[src/rtl/clrle_pkg.sv]
// Package for the code-length run-length encoder: token codes, run limits,
// token and token-group types and the run flush function. No dependencies.
package clrle_pkg;

  localparam int CodeLenW  = 4;
  localparam int SymW      = 5;
  localparam int CntW      = 8;
  localparam int InDataW   = 8;
  localparam int OutDataW  = 16;
  localparam int SlotCnt   = 3;
  localparam int SlotIdxW  = 2;

  localparam logic [SymW-1:0] SymRepeat    = 5'd16;
  localparam logic [SymW-1:0] SymZeroShort = 5'd17;
  localparam logic [SymW-1:0] SymZeroLong  = 5'd18;

  localparam logic [CntW-1:0] ZeroLongMax  = 8'd138;
  localparam logic [CntW-1:0] ZeroLongMin  = 8'd11;
  localparam logic [CntW-1:0] ZeroShortMin = 8'd3;
  localparam logic [CntW-1:0] RepeatMax    = 8'd6;
  localparam logic [CntW-1:0] RepeatMin    = 8'd3;

  // One output token with its framing flags.
  typedef struct packed {
    logic [SymW-1:0] sym;
    logic [CntW-1:0] cnt;
    logic            last;
    logic            eot;
  } token_t;

  // A group of n identical tokens (n = 0..2).
  typedef struct packed {
    logic [SlotIdxW-1:0] n;
    logic [SymW-1:0]     sym;
    logic [CntW-1:0]     cnt;
  } group_t;

  // Tokens that close an open run holding the given pending count.
  function automatic group_t flush_group(input logic active,
                                         input logic [CodeLenW-1:0] value,
                                         input logic [CntW-1:0] count);
    group_t g;
    g.n   = '0;
    g.sym = '0;
    g.cnt = 8'd1;
    if (active) begin
      if (value == '0) begin
        if (count >= ZeroLongMin) begin
          g.n = 2'd1; g.sym = SymZeroLong; g.cnt = count;
        end else if (count >= ZeroShortMin) begin
          g.n = 2'd1; g.sym = SymZeroShort; g.cnt = count;
        end else begin
          g.n = count[SlotIdxW-1:0];
          g.sym = '0;
        end
      end else begin
        if (count >= RepeatMin) begin
          g.n = 2'd1; g.sym = SymRepeat; g.cnt = count;
        end else begin
          g.n = count[SlotIdxW-1:0];
          g.sym = {1'b0, value};
        end
      end
    end
    return g;
  endfunction

endpackage

[src/rtl/code_length_run_length_encoder_unit.sv]
// Top level of the code-length run-length encoder.
// Depends on clrle_pkg for token codes, run limits and the flush function.
//
// Takes one Huffman code length per item and emits DEFLATE code-length tokens
// (0..15 literal, 16 repeat previous, 17/18 zero runs) greedily: a nonzero
// literal goes out when its run starts, a full 16(6) or 18(138) as soon as it
// fills, and the rest of a run when the value changes or the list ends
// (in_tlast). An item causes zero to three tokens; out_tuser marks the last
// token of each item and out_tlast the last token of the list. An item is
// taken into an input register, then in one step turned into its tokens, which
// are loaded into a three-slot token buffer that drains through the single
// output port at one token per cycle while out_tready is high. Throughput is
// one item per cycle while each item yields at most one token and the output
// does not stall; more tokens per item hold the buffer, so the output port sets
// the rate. An empty input register takes a new item while tokens still wait.
module code_length_run_length_encoder_unit (
  input  logic                            clk,
  input  logic                            rst_n,
  input  logic                            in_tvalid,
  output logic                            in_tready,
  input  logic [clrle_pkg::InDataW-1:0]   in_tdata,   // [3:0] code_length, [7:4] zero
  input  logic                            in_tlast,   // end_of_list
  output logic                            out_tvalid,
  input  logic                            out_tready,
  output logic [clrle_pkg::OutDataW-1:0]  out_tdata,  // [4:0] token_symbol,
                                                      // [12:5] repeat_count, [15:13] zero
  output logic                            out_tlast,  // end_of_tokens
  output logic                            out_tuser   // last_of_item
);
  import clrle_pkg::*;

  // Input register
  logic                iv_r;
  logic [CodeLenW-1:0] icode_r;
  logic                ieol_r;

  // Run state
  logic                run_active_r, run_active_nxt;
  logic [CodeLenW-1:0] run_value_r, run_value_nxt;
  logic [CntW-1:0]     pending_r, pending_nxt;

  // Token buffer, slot 0 is at the output
  token_t              tok_r [SlotCnt];
  token_t              tok_nxt [SlotCnt];
  logic [SlotIdxW-1:0] rem_r;
  logic [SlotIdxW-1:0] n_nxt;

  logic pop, load;

  group_t grp_a, grp_b, grp_c;
  logic   match;
  logic [CntW-1:0] inc;
  logic [CntW-1:0] pend_after;

  assign pop  = out_tvalid & out_tready;
  assign load = iv_r & ((rem_r == '0) | ((rem_r == 2'd1) & pop));
  assign in_tready = ~iv_r | load;

  assign out_tvalid = (rem_r != '0);
  assign out_tdata  = {3'b000, tok_r[0].cnt, tok_r[0].sym};
  assign out_tlast  = tok_r[0].eot;
  assign out_tuser  = tok_r[0].last;

  // Token generation for the item in the input register. Three groups in order:
  // A closes the previous run, B is a literal or a full block, C is the final
  // flush at the end of the list.
  always_comb begin
    match = run_active_r & (icode_r == run_value_r);
    inc   = pending_r + 8'd1;
    grp_a = '{n: '0, sym: '0, cnt: 8'd1};
    grp_b = '{n: '0, sym: '0, cnt: 8'd1};
    pend_after = '0;
    if (match) begin
      if (icode_r == '0) begin
        if (inc >= ZeroLongMax) begin
          grp_b = '{n: 2'd1, sym: SymZeroLong, cnt: ZeroLongMax};
        end else begin
          pend_after = inc;
        end
      end else begin
        if (inc >= RepeatMax) begin
          grp_b = '{n: 2'd1, sym: SymRepeat, cnt: RepeatMax};
        end else begin
          pend_after = inc;
        end
      end
    end else begin
      grp_a = flush_group(run_active_r, run_value_r, pending_r);
      if (icode_r == '0) begin
        pend_after = 8'd1;
      end else begin
        grp_b = '{n: 2'd1, sym: {1'b0, icode_r}, cnt: 8'd1};
      end
    end
    grp_c = flush_group(ieol_r, icode_r, pend_after);

    n_nxt = grp_a.n + grp_b.n + grp_c.n;

    for (int k = 0; k < SlotCnt; k++) begin
      if (SlotIdxW'(k) < grp_a.n) begin
        tok_nxt[k].sym = grp_a.sym;
        tok_nxt[k].cnt = grp_a.cnt;
      end else if (SlotIdxW'(k) < (grp_a.n + grp_b.n)) begin
        tok_nxt[k].sym = grp_b.sym;
        tok_nxt[k].cnt = grp_b.cnt;
      end else begin
        tok_nxt[k].sym = grp_c.sym;
        tok_nxt[k].cnt = grp_c.cnt;
      end
      tok_nxt[k].last = (SlotIdxW'(k) == (n_nxt - 2'd1));
      tok_nxt[k].eot  = tok_nxt[k].last & ieol_r;
    end

    // The end of the list closes the run
    run_value_nxt  = icode_r;
    run_active_nxt = ~ieol_r;
    pending_nxt    = ieol_r ? '0 : pend_after;
  end

  always_ff @(posedge clk) begin
    if (!rst_n) begin
      iv_r         <= 1'b0;
      rem_r        <= '0;
      run_active_r <= 1'b0;
      run_value_r  <= '0;
      pending_r    <= '0;
    end else begin
      // Hold or refill the input register
      if (in_tready) begin
        iv_r <= in_tvalid;
      end
      if (load) begin
        rem_r        <= n_nxt;
        run_active_r <= run_active_nxt;
        run_value_r  <= run_value_nxt;
        pending_r    <= pending_nxt;
      end else if (pop) begin
        rem_r <= rem_r - 2'd1;
      end
    end
  end

  // Payload registers, no reset needed
  always_ff @(posedge clk) begin
    if (in_tready) begin
      icode_r <= in_tdata[CodeLenW-1:0];
      ieol_r  <= in_tlast;
    end
    if (load) begin
      for (int k = 0; k < SlotCnt; k++) begin
        tok_r[k] <= tok_nxt[k];
      end
    end else if (pop) begin
      // Advance the buffer by one token
      for (int k = 0; k < SlotCnt - 1; k++) begin
        tok_r[k] <= tok_r[k+1];
      end
    end
  end

endmodule
[config.mk]
export PLATFORM = sky130hd
export DESIGN_NAME = code_length_run_length_encoder_unit
export DESIGN_NICKNAME = d
export VERILOG_FILES = /design/src/rtl/clrle_pkg.sv /design/src/rtl/code_length_run_length_encoder_unit.sv
export SDC_FILE = /design/constraint.sdc
export NUM_CORES = 1
export LEC_CHECK = 0
export BUFFER_PORTS_ARGS = -buffer_cell sky130_fd_sc_hd__clkbuf_2
export CELL_PAD_IN_SITES_DETAIL_PLACEMENT = 2
export CELL_PAD_IN_SITES_GLOBAL_PLACEMENT = 2
export CORE_MARGIN = 5
export CORE_UTILIZATION = 42
export DETAILED_ROUTE_END_ITERATION = 12
export PLACE_DENSITY_LB_ADDON = 0.08
export SYNTH_ARGS = -nofsm -noshare
export SYNTH_HDL_FRONTEND = slang
export SYNTH_SLANG_ARGS = --single-unit
[constraint.sdc]
create_clock -name clk -period 9.8 [get_ports clk]
set_input_delay 0.98 -clock clk [delete_from_list [all_inputs] [get_ports clk]]
set_output_delay 0.98 -clock clk [all_outputs]
set_load 0.005 [all_outputs]
After elaboration in Yosys (flattened, before gate mapping)
Memories as Yosys holds them, arrays and structs flattened.
Index checks and enable logic that the tools add are counted.
{"block": "op_classes", "reduce_logical": 6, "bitwise": 13, "n_addsub": 5, "n_lt_le_gt_ge": 12, "eq_ne": 4, "muxes": 39}
{"op": "15-bit 2-to-1 mux", "count": 11}
{"op": "13-bit 2-to-1 mux", "count": 6}
{"op": "8-bit 2-to-1 mux", "count": 7}
{"op": "14-bit 2-to-1 mux", "count": 3}
{"op": "7-bit 2-to-1 mux", "count": 4}
{"op": "8-bit by 2-bit >= comparator with 1-bit output, second input constant", "count": 2}
{"op": "8-bit by 4-bit >= comparator with 1-bit output, second input constant", "count": 2}
{"op": "8-bit by 1-bit adder with 8-bit output, second input constant", "count": 1}
{"op": "8-bit by 3-bit >= comparator with 1-bit output, second input constant", "count": 1}
{"op": "8-bit >= comparator, second input constant", "count": 1}
{"op": "4-bit logical NOT", "count": 2}
{"op": "1-bit by 2-bit less-than comparator with 1-bit output, first input constant", "count": 4}
{"op": "1-bit bitwise AND", "count": 7}
{"op": "1-bit 2-to-1 mux", "count": 6}
{"op": "2-bit adder", "count": 2}
{"op": "4-bit == test", "count": 1}
{"op": "2-bit logical NOT", "count": 2}
{"op": "2-bit less-than comparator, first input constant", "count": 2}
{"op": "2-bit 2-to-1 mux", "count": 2}
{"op": "1-bit bitwise OR", "count": 4}
{"op": "2-bit nonzero test", "count": 2}
{"op": "2-bit by 1-bit subtractor with 2-bit output, second input constant", "count": 2}
{"op": "1-bit by 2-bit == test with 1-bit output, first input constant", "count": 1}
{"op": "2-bit by 1-bit == test with 1-bit output, second input constant", "count": 1}
{"op": "2 further kinds", "count": 3}
{"block": "word_totals", "ram_bits": 45, "out_inout_bits": 20, "in_bits": 13, "register_bits": 21, "memories": 1}
{"name": "tok_r", "words": 3, "word_bits": 15, "read_ports": 3, "rd_clocked_by_memory_dff": 0, "wr": 3, "line_no": "code_length_run_length_encoder_unit.sv:43", "text": "token_t tok_r [SlotCnt];"}

Logic depth before layout (Yosys ltp)
{"block": "depth", "ltp_word": 15, "mapped_depth": 16, "mapped_depth_nobuf": 13}

Worst setup path before layout
Ideal clock, no wire load.
{"block": "synth_timing", "path_type": "reg-to-reg", "startpoint": "register pending_r[0]", "endpoint": "memory tok_r[0][12] in the netlist's numbering (data pin)", "period_less_slack_ps": 3650, "n_path_buf": 3, "t_arrival_ps": 3390, "slack_ps": 6150, "path_stages_with_launch": 17, "path_cell_list": "dfxtp_1 ha_1 buf_2 and3_1 nor4_2 nor2_1 or3_1 a21oi_1 nor2_1 ha_1 buf_1 xnor2_2 or2_1 buf_2 nand2_1 a21oi_1 a221o_1"}
{"element": "start: declaration", "line_no": "code_length_run_length_encoder_unit.sv:40", "text": "logic [CntW-1:0] pending_r, pending_nxt;"}
{"element": "start signal: assignment", "line_no": "code_length_run_length_encoder_unit.sv:136", "text": "pending_r <= pending_nxt;"}
{"element": "end: declaration", "line_no": "code_length_run_length_encoder_unit.sv:43"}

==> impl_metrics.json <==
{
  "grt_max_degree": 32,
  "worst_pin_slew_ns": 0.899,
  "crit_buf_inv": 0,
  "clock_power_share_pct": 33.6,
  "crit_family": "compound AO/OA/AOI/OAI gates",
  "nNetsFinal": 431,
  "pwr-share-comb_pct": 20.6,
  "clockRootBuffer": "clkbuf_8",
  "fmax_mhz": 208,
  "ir_drop_mv": 0.0954,
  "outcome": "complete, no violations",
  "hold_violations": 0,
  "holdCritPathClass": "reg2reg",
  "path_class": "reg2reg",
  "path_cells": "ha_1 -> xnor2_1 -> nand3b_1 -> a2bb2oi_1 -> o21ai_1 -> a21oi_1 -> nor2_1 -> ha_1 -> xnor2_2 -> and2_1 -> nand2_1 -> a21boi_1 -> a221o_1",
  "async_reset_ff_share_pct": 0,
  "ys_seq_area_share_pct": 45.4,
  "slowest_delay_ns": 0.71,
  "most-common-layout-cells": "nand2_1, edfxtp_1, nor2_1",
  "cts_setup_buffers": 0,
  "gp_congestion": 0.828,
  "wl_um": 12100,
  "core_sq_um": 9280,
  "hold_buffers": 0,
  "dp_hpwl_um": 8550,
  "synth_enable_flop_cells": 50,
  "endpoint_kind": "flip-flop",
  "start_util_pct": 43.2,
  "syn2layout_area_growth_pct": 7.92,
  "fin_ws_ns": 5.00,
  "rows": 35,
  "clock_sinks": 66,
  "grt_first_pass_wirelength_um": 19900,
  "arrival_ns": 5.04,
  "insertion_delay_ns": 0.36,
  "die_w_um": 108,
  "die_h_um": 108,
  "grt_use_total_pct": 22.4,
  "p_int_mw": 0.592,
  "dr_total_vias": 3210,
  "wl_per_cell_um": 22.2,
  "maxCapViolations": 0,
  "final_common_cell": "nand2_1",
  "ys_warn_count": 0,
  "crit_top_cell": "ha_1",
  "grt_overflow_total": 0,
  "htree_num_levels": 3,
  "finalSetupViolations": 0,
  "p_seq_share_pct": 45.8,
  "synth.distinct_cells": 76,
  "netSwitchingPower_mw": 0.257,
  "p_sw_share_pct": 30.2,
  "drive_gt1_share_pct": 15.8,
  "grt_pass1_vias": 3515,
  "io_buffers": 25,
  "dr.first_iter.drc_count": 179,
  "antenna_left": 0,
  "syn_area_sq_um": 4020,
  "vias_per_cell": 5.88,
  "critPathMaxFanout": 17,
  "cp_slowest_cell": "dfxtp_1",
  "synth-seq-cells": 66,
  "synth_ff_type": "edfxtp_1",
  "required_ns": 10.03,
  "total_power_mw": 0.848,
  "insertedDiodeCount": 0,
  "cts_buffers": 9,
  "synth_cells": 412,
  "power.leakage_nw": 1.61,
  "post-route-period-util_pct": 49.0,
  "syn_avg_cell_area_sq_um": 9.75,
  "first_pass_iters": 4,
  "slew_headroom_pct": 39.5,
  "setup_tns_ns": 0,
  "power_density_nw_per_um2": 196,
  "period_minus_slack_ns": 4.80,
  "place_ws_ns": 5.15,
  "cts_resized": 0,
  "clockBufferDepth": 2,
  "io_pins": 33,
  "dp.cells": 530,
  "setup.worst_path.start_class": "flip-flop",
  "antenna_found_initial": 0,
  "rsz0062_at_grt": "no",
  "die-area_sq_um": 11600,
  "fin_cells": 546,
  "cts_tree": "built",
  "final_max_slew_viol_count": 0,
  "fin_skew_ns": 0.0127,
  "clkTransAtPathRegs_ns": 0.08,
  "route.detailed.drc": 0,
  "final_util_pct": 46.7
}
[Yosys cell counts (all sizes together) (2+ instances only)]
master	instances	area, sq um
a211oi	5	52.6
xnor2	6	60.1
nor2b	10	62.6
dfxtp	16	320
buf	30	204
o31a	2	17.5
clkbuf	12	45.0
xor2	8	85.1
o211ai	4	30.0
edfxtp	50	1500
nand4	5	31.3
or4	2	18.8
and2	6	37.5
a221o	5	50.1
nor3b	3	33.8
or2	2	12.5
o31ai	4	35.0
and3	7	43.8
a22oi	6	45.0
o21a	5	37.5
inv	10	37.5
o311ai	2	17.5
mux2i	5	50.1
a22o	4	35.0
a21o	2	15.0
or3	2	12.5
a211o	2	17.5
nand2b	3	18.8
a21oi	19	98.9
o22a	2	17.5
nand3b	4	30.0
nor3	4	20.0
nand3	20	110
a21boi	7	52.6
nor4	6	65.1
a31oi	4	25.0
nand2	52	195
nor2	31	121
ha	6	75.1
a221oi	3	32.5
o21ai	20	100
[power groups by stage]
stage / combinational, mW / clock, mW / sequential (mW)
floorplan: 0.133 / 0 / 0.384
global placement: 0.169 / 0 / 0.392
detailed placement: 0.177 / 0 / 0.396
CTS: 0.178 / 0.289 / 0.390
global route: 0.194 / 0.304 / 0.395
finish: 0.175 / 0.285 / 0.389
[cell type report]
class                           count  area (sq um)
Fill cell                        1038          4950
Multi-Input combinational cell    296          1920
Sequential cell                    66          1820
Tap cell                          129           161
Timing Repair Buffer               29           155
Clock buffer                        9           124
Clock inverter                      7           116
Inverter                           10          37.5
[worst reg2reg max path: stages, from the launching register on]
cell and delay (ns):
dfxtp_1 0.71, ha_1 0.47, xnor2_1 0.26, nand3b_1 0.14, a2bb2oi_1 0.39, o21ai_1 0.20, a21oi_1 0.54, nor2_1 0.12
ha_1 0.39, xnor2_2 0.41, and2_1 0.34, nand2_1 0.13, a21boi_1 0.35, a221o_1 0.22
[metal layers]
metal	track usage, %	vias to the layer above	share of wire (%)
met5	0	-	0
met4	7.12	0	1.3
met3	3.00	11	4.4
met2	37.3	69	49
met1	30.1	1625	45
li1	-	1505	-
[kinds of logic after synthesis]
group	synth area share (%)
AOI/OAI and AO/OA	19.2
buffers and inverters	7.14
DFF	45.4
xor gates and xnor gates	3.61
other	0.0934
adders and majority gates	1.87
and+or+nand+nor	21.2
muxes	1.53
[state kept, by name, summed over array words and instances (netlist names)]
signal	count
run_value_r	4
ieol_r	1
run_active_r	1
iv_r	1
tok_r	45
rem_r	2
icode_r	4
pending_r	8
[path summary, 6_finish.rpt]
check | end | cells after the start | start | slack [ns]
max | tok_r[1][10] | 13 | pending_r[0] | 5.00
min | rem_r[0] | 2 | rem_r[0] | 0.51
max reg2reg | tok_r[1][10] | 13 | pending_r[0] | 5.00
min reg2reg | rem_r[0] | 2 | rem_r[0] | 0.51
[stage by stage]
step	hold WS, ns	cell area, sq um
final	0.515	4330
after global routing	0.544	4330
after CTS	0.524	4330
after detailed placement	0.514	4090
after global placement	0.492	4090
after floorplan	0.465	4020
Power figures use the tool's default switching activity.
